[src/design/tlwsu_pkg.sv]
// Types, constants and helpers for the terminal line wrap segmenter.
`default_nettype none

package tlwsu_pkg;

   // Line limit and index widths
   localparam int unsigned MAX_LINE_CELLS = 4194304;
   localparam int unsigned IDX_W          = 23;
   localparam int unsigned COL_W          = 12;
   localparam int unsigned USED_W         = 13;
   localparam int unsigned ID_W           = 32;
   localparam int unsigned RAW_W          = 8;

   localparam logic [IDX_W-1:0] MAX_IDX     = IDX_W'(MAX_LINE_CELLS);
   localparam logic [COL_W-1:0] COLS_RESET  = COL_W'(80);
   localparam logic [1:0]       GLYPH_NARROW = 2'd1;
   localparam logic [1:0]       GLYPH_WIDE   = 2'd2;

   // One incoming cell transaction
   typedef struct packed {
      logic [ID_W-1:0]  line_id;
      logic [RAW_W-1:0] cell_width;
      logic             is_continuation;
      logic             last_cell;
      logic             empty_line;
      logic             hard_break;
   } item_type;

   // One display-row segment
   typedef struct packed {
      logic [ID_W-1:0]  line_id;
      logic [IDX_W-1:0] seg_start;
      logic [IDX_W-1:0] seg_end;
      logic [IDX_W-1:0] wrap_index;
      logic             hard_break;
      logic             last_result;
   } seg_type;

   // Up to two segments made by one cell
   typedef struct packed {
      logic [1:0] count;
      seg_type    seg0;
      seg_type    seg1;
   } batch_type;

   // Increment that sticks at the line limit
   function automatic logic [IDX_W-1:0] sat_inc(input logic [IDX_W-1:0] v);
      return (v >= MAX_IDX) ? MAX_IDX : v + IDX_W'(1);
   endfunction

endpackage

`default_nettype wire

[src/design/tlwsu_in_stage.sv]
// Input register of the segmenter: holds one cell transaction for the core.
`default_nettype none

module tlwsu_in_stage (
   input  wire logic               clock,
   input  wire logic               reset,
   input  wire logic               in_valid,
   output      logic               in_ready,
   input  wire tlwsu_pkg::item_type in_item,
   output      logic               item_valid,
   output      tlwsu_pkg::item_type item,
   input  wire logic               item_take
);
   import tlwsu_pkg::*;

   logic     valid_ff;
   logic     valid_in;
   item_type item_ff;

   // Accept when empty or when the held cell moves on this cycle
   assign in_ready   = !valid_ff || item_take;
   assign item_valid = valid_ff;
   assign item       = item_ff;

   always_comb begin
      valid_in = valid_ff;
      if (in_valid && in_ready) begin
         valid_in = 1'b1;
      end else if (item_take) begin
         valid_in = 1'b0;
      end
   end

   always_ff @(posedge clock) begin
      if (reset) begin
         valid_ff <= 1'b0;
      end else begin
         valid_ff <= valid_in;
      end
   end

   // Capture payload on accept
   always_ff @(posedge clock) begin
      if (in_valid && in_ready) begin
         item_ff <= in_item;
      end
   end

endmodule

`default_nettype wire

[src/design/tlwsu_core.sv]
// Row-fitting core: line state, column register and segment generation.
`default_nettype none

module tlwsu_core (
   input  wire logic                clock,
   input  wire logic                reset,
   input  wire logic                csr_we,
   input  wire logic [11:0]         csr_wdata,
   input  wire tlwsu_pkg::item_type item,
   input  wire logic                fire,
   output      tlwsu_pkg::batch_type batch
);
   import tlwsu_pkg::*;

   logic [COL_W-1:0]  columns_ff;
   logic [IDX_W-1:0]  cell_index_ff, cell_index_in;
   logic [IDX_W-1:0]  segment_begin_ff, segment_begin_in;
   logic [USED_W-1:0] used_columns_ff, used_columns_in;
   logic [IDX_W-1:0]  wrap_count_ff, wrap_count_in;
   logic              row_full_ff, row_full_in;
   logic              after_wide_ff, after_wide_in;

   logic [1:0]        glyph_w;
   logic [COL_W-1:0]  cols;
   logic [IDX_W-1:0]  idx_inc;
   logic [IDX_W-1:0]  wrap_inc;
   logic [USED_W-1:0] used_sum;
   logic              close_row;
   logic [IDX_W-1:0]  begin_post;
   logic [IDX_W-1:0]  wrap_post;
   logic [USED_W-1:0] used_post;
   logic [USED_W-1:0] used_new;
   logic              wide_cont;
   seg_type           close_seg;
   seg_type           final_seg;

   // Column register
   always_ff @(posedge clock) begin
      if (reset) begin
         columns_ff <= COLS_RESET;
      end else if (csr_we) begin
         columns_ff <= csr_wdata;
      end
   end

   // Shared terms of the fit decision
   always_comb begin
      glyph_w    = (item.cell_width >= RAW_W'(2)) ? GLYPH_WIDE : GLYPH_NARROW;
      cols       = (columns_ff == '0) ? COL_W'(1) : columns_ff;
      idx_inc    = sat_inc(cell_index_ff);
      wrap_inc   = sat_inc(wrap_count_ff);
      used_sum   = used_columns_ff + USED_W'(glyph_w);
      wide_cont  = row_full_ff && after_wide_ff && item.is_continuation;
      close_row  = row_full_ff || (!item.is_continuation && used_columns_ff != '0 &&
                                   used_sum > USED_W'(cols));
      begin_post = close_row ? cell_index_ff : segment_begin_ff;
      wrap_post  = close_row ? wrap_inc : wrap_count_ff;
      used_post  = close_row ? '0 : used_columns_ff;
      used_new   = used_post + USED_W'(glyph_w);

      // Row closed ahead of this cell
      close_seg.line_id     = item.line_id;
      close_seg.seg_start   = segment_begin_ff;
      close_seg.seg_end     = cell_index_ff;
      close_seg.wrap_index  = wrap_count_ff;
      close_seg.hard_break  = 1'b0;
      close_seg.last_result = !item.last_cell;

      // Closing segment of the line
      final_seg.line_id     = item.line_id;
      final_seg.seg_start   = begin_post;
      final_seg.seg_end     = idx_inc;
      final_seg.wrap_index  = wrap_post;
      final_seg.hard_break  = item.hard_break;
      final_seg.last_result = 1'b1;
   end

   // Segments and next line state
   always_comb begin
      batch            = '0;
      cell_index_in    = cell_index_ff;
      segment_begin_in = segment_begin_ff;
      used_columns_in  = used_columns_ff;
      wrap_count_in    = wrap_count_ff;
      row_full_in      = row_full_ff;
      after_wide_in    = after_wide_ff;
      priority if (item.empty_line) begin
         batch.count            = 2'd1;
         batch.seg0.line_id     = item.line_id;
         batch.seg0.hard_break  = item.hard_break;
         batch.seg0.last_result = 1'b1;
         cell_index_in    = '0;
         segment_begin_in = '0;
         used_columns_in  = '0;
         wrap_count_in    = '0;
         row_full_in      = 1'b0;
         after_wide_in    = 1'b0;
      end else if (wide_cont) begin
         // absorb the second half of the wide glyph, then close the row
         batch.count            = 2'd1;
         batch.seg0.line_id     = item.line_id;
         batch.seg0.seg_start   = segment_begin_ff;
         batch.seg0.seg_end     = idx_inc;
         batch.seg0.wrap_index  = wrap_count_ff;
         batch.seg0.hard_break  = item.last_cell && item.hard_break;
         batch.seg0.last_result = 1'b1;
         row_full_in   = 1'b0;
         after_wide_in = 1'b0;
         used_columns_in = '0;
         if (item.last_cell) begin
            cell_index_in    = '0;
            segment_begin_in = '0;
            wrap_count_in    = '0;
         end else begin
            cell_index_in    = idx_inc;
            segment_begin_in = idx_inc;
            wrap_count_in    = wrap_inc;
         end
      end else begin
         // close if needed, place the cell, end the line if marked
         if (close_row && item.last_cell) begin
            batch.count = 2'd2;
            batch.seg0  = close_seg;
            batch.seg1  = final_seg;
         end else if (close_row) begin
            batch.count = 2'd1;
            batch.seg0  = close_seg;
         end else if (item.last_cell) begin
            batch.count = 2'd1;
            batch.seg0  = final_seg;
         end
         if (item.last_cell) begin
            cell_index_in    = '0;
            segment_begin_in = '0;
            used_columns_in  = '0;
            wrap_count_in    = '0;
            row_full_in      = 1'b0;
            after_wide_in    = 1'b0;
         end else begin
            cell_index_in    = idx_inc;
            segment_begin_in = begin_post;
            wrap_count_in    = wrap_post;
            if (item.is_continuation) begin
               used_columns_in = used_post;
               row_full_in     = 1'b0;
               after_wide_in   = 1'b0;
            end else begin
               used_columns_in = used_new;
               row_full_in     = used_new >= USED_W'(cols);
               after_wide_in   = glyph_w == GLYPH_WIDE;
            end
         end
      end
   end

   // Line state advances once per cell
   always_ff @(posedge clock) begin
      if (reset) begin
         cell_index_ff    <= '0;
         segment_begin_ff <= '0;
         used_columns_ff  <= '0;
         wrap_count_ff    <= '0;
         row_full_ff      <= 1'b0;
         after_wide_ff    <= 1'b0;
      end else if (fire) begin
         cell_index_ff    <= cell_index_in;
         segment_begin_ff <= segment_begin_in;
         used_columns_ff  <= used_columns_in;
         wrap_count_ff    <= wrap_count_in;
         row_full_ff      <= row_full_in;
         after_wide_ff    <= after_wide_in;
      end
   end

endmodule

`default_nettype wire

[src/design/tlwsu_out_buf.sv]
// Result register of the segmenter: holds up to two segments of one cell.
`default_nettype none

module tlwsu_out_buf (
   input  wire logic                 clock,
   input  wire logic                 reset,
   input  wire tlwsu_pkg::batch_type batch,
   input  wire logic                 item_valid,
   output      logic                 fire,
   output      logic                 seg_valid,
   output      tlwsu_pkg::seg_type   seg,
   input  wire logic                 seg_ready
);
   import tlwsu_pkg::*;

   logic [1:0] count_ff, count_in;
   seg_type    slot0_ff;
   seg_type    slot1_ff;
   logic       pop;
   logic       can_load;

   assign seg_valid = count_ff != 2'd0;
   assign seg       = slot0_ff;
   assign pop       = seg_valid && seg_ready;
   assign can_load  = (count_ff == 2'd0) || (count_ff == 2'd1 && pop);
   assign fire      = item_valid && can_load;

   always_comb begin
      count_in = count_ff;
      if (fire) begin
         count_in = batch.count;
      end else if (pop) begin
         count_in = count_ff - 2'd1;
      end
   end

   always_ff @(posedge clock) begin
      if (reset) begin
         count_ff <= 2'd0;
      end else begin
         count_ff <= count_in;
      end
   end

   // Load a new pair, or shift the second segment forward
   always_ff @(posedge clock) begin
      if (fire) begin
         slot0_ff <= batch.seg0;
         slot1_ff <= batch.seg1;
      end else if (pop) begin
         slot0_ff <= slot1_ff;
      end
   end

endmodule

`default_nettype wire

[src/design/terminal_line_wrap_segmenter_unit.sv]
// Top level of the terminal line wrap segmenter.
// Cells of a logical line stream in one transaction per clock when the result
// port does not stall; each cell is held in an input register, fitted against
// the open row combinationally, and its zero, one or two display-row segments
// land in a result register. A cell that yields at most one segment sustains
// one transaction per clock while rsp_tready stays high; a cell that yields two
// (a row closed ahead of the line's last cell) holds up the next cell until its
// second segment is taken, since the result port delivers one segment per clock.
// The columns register may be written only while no cell is in flight.
`default_nettype none

module terminal_line_wrap_segmenter_unit (
   input  wire logic         clock,
   input  wire logic         reset,
   // req_tdata: line_id[31:0], cell_width[39:32]
   input  wire logic [39:0]  req_tdata,
   // req_tuser: is_continuation[0], empty_line[1], hard_break[2]
   input  wire logic [2:0]   req_tuser,
   input  wire logic         req_tlast,
   input  wire logic         req_tvalid,
   output      logic         req_tready,
   // rsp_tdata: seg_line_id[31:0], seg_start[54:32], seg_end[77:55],
   //            wrap_index[100:78], zero fill[103:101]
   output      logic [103:0] rsp_tdata,
   // rsp_tuser: seg_hard_break[0]
   output      logic         rsp_tuser,
   output      logic         rsp_tlast,
   output      logic         rsp_tvalid,
   input  wire logic         rsp_tready,
   input  wire logic         csr_we,
   input  wire logic [11:0]  csr_wdata
);
   import tlwsu_pkg::*;

   item_type  in_item;
   item_type  item;
   logic      item_valid;
   logic      fire;
   batch_type batch;
   seg_type   seg;

   // Unpack the request transaction
   always_comb begin
      in_item.line_id         = req_tdata[31:0];
      in_item.cell_width      = req_tdata[39:32];
      in_item.is_continuation = req_tuser[0];
      in_item.empty_line      = req_tuser[1];
      in_item.hard_break      = req_tuser[2];
      in_item.last_cell       = req_tlast;
   end

   tlwsu_in_stage u_in_stage (
      .clock      (clock),
      .reset      (reset),
      .in_valid   (req_tvalid),
      .in_ready   (req_tready),
      .in_item    (in_item),
      .item_valid (item_valid),
      .item       (item),
      .item_take  (fire)
   );

   tlwsu_core u_core (
      .clock     (clock),
      .reset     (reset),
      .csr_we    (csr_we),
      .csr_wdata (csr_wdata),
      .item      (item),
      .fire      (fire),
      .batch     (batch)
   );

   tlwsu_out_buf u_out_buf (
      .clock      (clock),
      .reset      (reset),
      .batch      (batch),
      .item_valid (item_valid),
      .fire       (fire),
      .seg_valid  (rsp_tvalid),
      .seg        (seg),
      .seg_ready  (rsp_tready)
   );

   // Pack the response transaction
   assign rsp_tdata = {3'b000, seg.wrap_index, seg.seg_end, seg.seg_start, seg.line_id};
   assign rsp_tuser = seg.hard_break;
   assign rsp_tlast = seg.last_result;

endmodule

`default_nettype wire

[config.mk]
export PLATFORM = sky130hd
export DESIGN_NAME = terminal_line_wrap_segmenter_unit
export DESIGN_NICKNAME = d
export VERILOG_FILES = /design/src/design/tlwsu_pkg.sv /design/src/design/tlwsu_in_stage.sv /design/src/design/tlwsu_core.sv /design/src/design/tlwsu_out_buf.sv /design/src/design/terminal_line_wrap_segmenter_unit.sv
export SDC_FILE = /design/constraint.sdc
export NUM_CORES = 1
export LEC_CHECK = 0
export BUFFER_PORTS_ARGS = -buffer_cell sky130_fd_sc_hd__buf_2
export CAP_MARGIN = 25
export CORE_MARGIN = 3
export CORE_UTILIZATION = 66
export CTS_BUF_LIST = sky130_fd_sc_hd__clkbuf_8
export DETAILED_ROUTE_END_ITERATION = 16
export GPL_TIMING_DRIVEN = 0
export PLACE_DENSITY = 0.88
export SYNTH_ARGS = -nofsm -noshare
export SYNTH_HDL_FRONTEND = slang
export SYNTH_SLANG_ARGS = --single-unit
[constraint.sdc]
create_clock -name clock -period 17.1 [get_ports clock]
set_input_delay 0.855 -clock clock [delete_from_list [all_inputs] [get_ports clock]]
set_output_delay 0.855 -clock clock [all_outputs]
set_load 0.01 [all_outputs]
==> metrics.yaml, run 1 <==
maxSlewViolCount: 0
synth_area_um2: 16200
hold_class: "in -> reg"
slowest_delay_ns: 0.59
postCtsHoldBufs: 0
grt_max_degree: 74
avgSynthCellArea_um2: 10.8
cts_tree: "built"
die_area_um2: 26400
ys_seq_elements: 348
grt.total_usage_pct: 29.9
cts-root-buf: "clkbuf_8"
synth-edff-count: 249
wl_per_cell_um: 19.2
status: "completed"
io_pins: 169
max_cap_viol_count: 0
fin_crit_ns: 8.32
setup_tns_ns: 0
r2r_setup_slack_ns: 8.78
syn_inst: 1494
worst_slack_ns: 8.78
dp_slack_ns: 8.56
grt_pass1_wl_mm: 63.2
post-cts-setup-buffers: 0
ys_types: 63
cts-buffers-inserted: 54
cts_max_path_buffers: 3
p_per_area_nw_per_um2: 106
cp-start-kind: "register"
finalCritPeriodShare_pct: 48.7
finalSetupViolations: 0
worst_pin_slew_ns: 0.948
synth_top_cell_by_area: "edfxtp_1"
synth_most_common_cell: "edfxtp_1"
fmax_mhz: 120
maxSlewHeadroom_pct: 36.8
dp_hpwl_mm: 27.3
power_w: 0.00197
first_global_vias: 12472
p_leak_nw: 7.09
first_iter_violations: 1320
die_y_um: 163
hold_violations: 0
route.detailed.drc: 0
ys_top_cells_by_count: "edfxtp_1, nand2_1, nor2_1"
drive_gt1_share_pct: 17.9
ant_nets: 0
viasPerCell: 6.15
synth.yosys.seq_area_share_pct: 58.5
num-nets-final: 1816
yosysWarnings: 0
cp.arrival_ns: 8.77
cp.required_ns: 17.54
grt-ovfl-total: 0
numPortBuffers: 162
insertion_delay_ns: 0.60
synth_top_cell_area_share_pct: 46.2
gp_congestion: 0.919
grt_antenna_before_repair: 0
dr.pass1.iters: 8
netlist_top_cells_area: "edfxtp_1, dfxtp_1, nand2_1, nor2_1, a221o_1"
utilization_pct: 78.3
h-tree-depth: 2
clk_pin_slew_worst_paths_ns: 0.07
drt-total-wl_mm: 40.0
synthArstFlopShare_pct: 0
worst-setup-path-type: "reg -> reg"
critPathCaptureType: "register"
coreArea_um2: 23800
critPathSlowestCell: "clkbuf_1"
num_vias: 12801
worstPathMaxFanout: 10
rsz0062_at_grt: "false"
area_delta_synth_final_pct: 15.0
clock_sinks: 348
cts_resized: 0
worst_ir_drop_vdd_mv: 0.0863
initial_core_util_pct: 68.1
ys.flop_type: "edfxtp_1"
skew_ns: 0.0182
std_cell_rows: 56
die_w_um: 163
antenna_cells: 0
[layout make-up]
| type | count | area (um^2) |
|---|---|---|
| Timing Repair Buffer | 166 | 891 |
| Clock inverter | 39 | 255 |
| Clock buffer | 63 | 867 |
| Fill cell | 1485 | 5140 |
| Inverter | 40 | 150 |
| Tap cell | 319 | 399 |
| Sequential cell | 348 | 9460 |
| Multi-Input combinational cell | 983 | 6030 |
| Buffer | 125 | 554 |
[kinds of logic (layout without fill, tap and decap cells)]
| group | Yosys count | count (layout) | synth area share (%) |
|---|---|---|---|
| adder cells (fa/ha/maj) | 37 | 37 | 2.95 |
| buffers and inverters | 165 | 433 | 4.33 |
| AND/OR/NAND/NOR | 586 | 586 | 17.4 |
| multiplexers | 14 | 14 | 0.882 |
| flip-flops | 348 | 348 | 58.5 |
| XOR/XNOR | 47 | 47 | 2.54 |
| AO/OA/AOI/OAI | 296 | 296 | 13.4 |
| other | 1 | 3 | 0.0232 |
[worst max-delay path: cells and delay by family, from the launching register on]
kind | cells | cell delay [ns]
simple gates | 11 | 2.94
buf+inv | 10 | 2.80
fa+ha+maj | 4 | 1.29
xor+xnor | 1 | 0.10
flops | 1 | 0.35
compound gates | 2 | 0.65
[through the flow]
step / hold slack (ns) / area [um^2] / std cells
2_1_floorplan: 0.461 / 16200 / 1496
3_3_place_gp: 0.486 / 17400 / 1977
3_5_place_dp: 0.491 / 17500 / 1979
4_1_cts: 0.393 / 18600 / 2081
5_1_grt: 0.398 / 18600 / 2083
6_report: 0.424 / 18600 / 2083
[final timing paths]
kind / startpoint / end / cells past startpoint
setup / recovery: u_in_stage.item[8] / u_out_buf.slot1_ff[9] / 28
hold / removal: req_tdata[11] / u_in_stage.item[23] / 1
setup reg to reg: u_in_stage.item[8] / u_out_buf.slot1_ff[9] / 28
hold reg to reg: u_core.columns_ff[0] / u_core.columns_ff[0] / 2
[registers in the layout, summed over array words and instances (netlist names), 12 cells and up]
| signal | cells |
|---|---|
| u_core.cell_index_ff | 23 |
| u_core.columns_ff | 12 |
| u_core.segment_begin_ff | 23 |
| u_core.used_columns_ff | 13 |
| u_core.wrap_count_ff | 23 |
| u_in_stage.item | 43 |
| u_out_buf.seg | 103 |
| u_out_buf.slot1_ff | 103 |
[report_power, final]
part           total, W  switching (W)  internal (W)
clock          0.000710       0.000327      0.000383
combinational  0.000234       0.000155     0.0000792
sequential      0.00102      0.0000206       0.00100
total           0.00197       0.000503       0.00146
[cells in the final DEF, fill, tap and decap left out, types with 10 or more instances in the layout]
cell type / Yosys / final
a22o_1: 53 / 53
a31oi_1: 15 / 15
nand2_1: 178 / 177
clkbuf_8: 0 / 63
buf_2: 26 / 188
a22oi_1: 24 / 24
nand4_1: 16 / 16
mux2i_1: 12 / 12
clkbuf_1: 82 / 81
or2_2: 19 / 19
nor4_1: 11 / 11
a21o_1: 11 / 11
a221o_1: 50 / 50
nor3_1: 28 / 28
nor2_1: 155 / 155
a21oi_1: 92 / 92
nand3_1: 54 / 54
clkinv_1: 0 / 12
dfxtp_1: 99 / 99
edfxtp_1: 249 / 249
and2_1: 63 / 62
ha_1: 35 / 35
xor2_1: 22 / 22
and3_1: 17 / 17
xnor2_1: 25 / 25
and4_1: 10 / 10
o21ai_0: 17 / 17
inv_1: 39 / 55
[routing by layer]
layer  track usage, %  vias to the layer above  share of wire [%]
li1                 -                     5880                  -
met1             39.7                     6032                 39
met2             46.8                      753                 46
met3             8.04                      136                 11
met4             12.7                        0                3.7
met5                0                        -                  0
(Power assumes the default switching activity.)
==> run 2, diff against run 1 <==
--- a/config.mk
+++ b/config.mk
@@ -5,14 +5,15 @@
 export SDC_FILE = /design/constraint.sdc
 export NUM_CORES = 1
 export LEC_CHECK = 0
+export ABC_AREA = 1
 export BUFFER_PORTS_ARGS = -buffer_cell sky130_fd_sc_hd__buf_2
 export CAP_MARGIN = 25
 export CORE_MARGIN = 3
-export CORE_UTILIZATION = 66
+export CORE_UTILIZATION = 56
 export CTS_BUF_LIST = sky130_fd_sc_hd__clkbuf_8
 export DETAILED_ROUTE_END_ITERATION = 16
 export GPL_TIMING_DRIVEN = 0
-export PLACE_DENSITY = 0.88
+export PLACE_DENSITY = 0.79
 export SYNTH_ARGS = -nofsm -noshare
 export SYNTH_HDL_FRONTEND = slang
 export SYNTH_SLANG_ARGS = --single-unit
==> constraint.sdc (replaced) <==
create_clock -name clock -period 7.3 [get_ports clock]
set_input_delay 0.365 -clock clock [delete_from_list [all_inputs] [get_ports clock]]
set_output_delay 0.365 -clock clock [all_outputs]
set_load 0.01 [all_outputs]
==> metrics.yaml, run 2 <==
status: "completed"
power_frac_comb_pct: 18.2
switching_share_pct: 29.4
route.detailed.drc: 0
p_per_area_nw_per_um2: 264
cp-start-kind: "register"
num-nets-final: 2301
die_area_um2: 32600
die_y_um: 180
num_vias: 14926
finalCritPeriodShare_pct: 93.1
synth_area_um2: 17100
grt_antenna_before_repair: 2
die_w_um: 180
critPathSlowestCell: "fa_1"
power_w: 0.00530
maxSlewViolCount: 0
ys_seq_elements: 348
worst_slack_ns: 0.504
clk_pin_slew_worst_paths_ns: 0.07
grt_max_degree: 75
r2r-end: "u_core.row_full_ff"
worst_pin_slew_ns: 0.955
r2r_setup_slack_ns: 0.50
grtUsageMet2_pct: 47.8
io_pins: 169
syn_inst: 1932
drt-total-wl_mm: 49.6
setup_tns_ns: 0
netlist_top_cells_area: "edfxtp_1, dfxtp_1, nand2_1, inv_1, nor2_1"
avgSynthCellArea_um2: 8.83
first_iter_violations: 1711
synth_most_common_cell: "nand2_1"
viasPerCell: 5.65
cp.required_ns: 7.75
insertion_delay_ns: 0.60
synth_top_cell_area_share_pct: 43.9
grt-ovfl-total: 0
max_cap_viol_count: 0
utilization_pct: 67.4
cts-buffers-inserted: 55
cp.arrival_ns: 7.24
ff2ff_path_depth: 39
ant_nets: 0
mostFrequentLayoutCells: "nand2_1, edfxtp_1, inv_1"
internal_power_w: 0.00374
final_common_cell: "nand2_1"
fin_crit_ns: 6.80
hold_start: "csr_wdata[6]"
synth_top_cell_by_area: "edfxtp_1"
area_delta_synth_final_pct: 17.7
wl_per_cell_um: 18.8
dp_slack_ns: 0.422
timing.critical_path.mode_cell: "nand2_1"
worst-setup-path-type: "reg -> reg"
grt_pass1_wl_mm: 77.5
gr-usage-met3_pct: 7.00
rsz0062_at_grt: "false"
h-tree-depth: 2
synth.yosys.seq_area_share_pct: 55.5
gp_congestion: 0.976
worst_ir_drop_vdd_mv: 0.202
top_usage_layer: "met2"
std_cell_rows: 63
dp_hpwl_mm: 34.2
drive_gt1_share_pct: 14.8
initial_core_util_pct: 57.2
dr.pass1.iters: 6
seq_power_share_pct: 48.2
cts-root-buf: "clkbuf_8"
ys_types: 56
yosysWarnings: 0
cts_max_path_buffers: 3
switchingPower_w: 0.00156
slowest_delay_ns: 0.48
hold_violations: 0
p_leak_nw: 7.87
numPortBuffers: 163
ys_top_cells_by_count: "nand2_1, edfxtp_1, inv_1"
critPathCaptureType: "register"
worstPathMaxFanout: 10
met1_usage_pct: 39.2
p_clk_share_pct: 33.5
hold_path_end: "u_core.columns_ff[6]"
whs_ns: 0.0344
r2r_start: "u_in_stage.item[11]"
coreArea_um2: 29800
hold_depth: 3
cts_tree: "built"
skew_ns: 0.0217
hold_class: "in -> reg"
grt.total_usage_pct: 29.7
ys.flop_type: "edfxtp_1"
first_global_vias: 14444
synthArstFlopShare_pct: 0
maxSlewHeadroom_pct: 36.3
fmax_mhz: 147
clock_sinks: 348
finalSetupViolations: 0
synth-edff-count: 249
==> run 2: cell count changes in the layout (fill, tap and decap cells not counted), moves of 23 or more <==
cell	previous run	this run
o21ai_1	0	67
nand4_1	16	46
and2_1	62	2
inv_1	55	200
dlygate4sd3_1	0	45
xnor2_1	25	1
nor2_1	155	186
a22o_1	53	0
a22oi_1	24	1
a221o_1	50	0
o21ai_0	17	56
a21oi_1	92	131
nand2_1	177	486
nand3_1	54	130
==> run 2: power groups by stage <==
stage	logic [W]	clock network [W]	registers, W
2_1_floorplan	0.000441	0	0.00270
3_5_place_dp	0.000934	0	0.00260
4_1_cts	0.000958	0.00178	0.00256
3_3_place_gp	0.000881	0	0.00263
5_1_grt	0.00106	0.00189	0.00258
6_report	0.000966	0.00178	0.00256
==> run 2: how the worst max path moves through the flow <==
stage                         from                 end  slack, ns
2_1_floorplan  u_in_stage.item[11]  u_core.row_full_ff       1.70
3_3_place_gp   u_in_stage.item[11]  u_core.row_full_ff       0.46
3_5_place_dp   u_in_stage.item[11]  u_core.row_full_ff       0.42
4_1_cts        u_in_stage.item[11]  u_core.row_full_ff       0.40
5_1_grt        u_in_stage.item[11]  u_core.row_full_ff      0.006
6_report       u_in_stage.item[11]  u_core.row_full_ff       0.50
==> run 2: kinds of logic after synthesis <==
family / share of synthesized area (%)
buffers and inverters: 7.48
adder cells (fa/ha/maj): 2.80
other: 0.0220
AND/OR/NAND/NOR: 23.0
XOR/XNOR: 0.565
flip-flops: 55.5
multiplexers: 0.0587
AO/OA/AOI/OAI: 10.6
==> run 2: metal layers <==
layer | up-vias | wire length [um]
li1 | 7054 | -
met1 | 6940 | 20000
met2 | 784 | 22900
met3 | 146 | 4770
met4 | 2 | 1910
met5 | - | 13
==> run 2: layout make-up <==
class / instances / area, um^2
well taps: 390 / 488
repair buffers: 212 / 1340
clock buffers: 60 / 826
flip-flops and latches: 348 / 9460
diodes: 1 / 2.50
multi-input cells: 1276 / 6340
fillers: 2376 / 9720
plain buffers: 108 / 519
inverters: 202 / 763
clock inverters: 43 / 342
==> run 2: timing repair <==
action,CTS,global route
gates resized for setup,0,3
endpoints found under the setup margin,0,1
hold buffers,45,0
hold endpoints to repair,45,0
buffers inserted,0,2
==> run 2: critical path, delay by kind of cell, from the launching register on <==
family,cells,cell delay [ns]
compound gates,6,0.89
fa+ha+maj,6,1.65
buf+inv,5,0.65
xor+xnor,1,0.18
flops,1,0.36
simple gates,21,2.87
==> run 2: metrics by stage <==
step	cells	cell area, um^2
global placement	2487	18400
detailed placement	2489	18400
floorplan	1934	17100
global route	2640	20100
CTS	2637	20000
finish	2640	20100
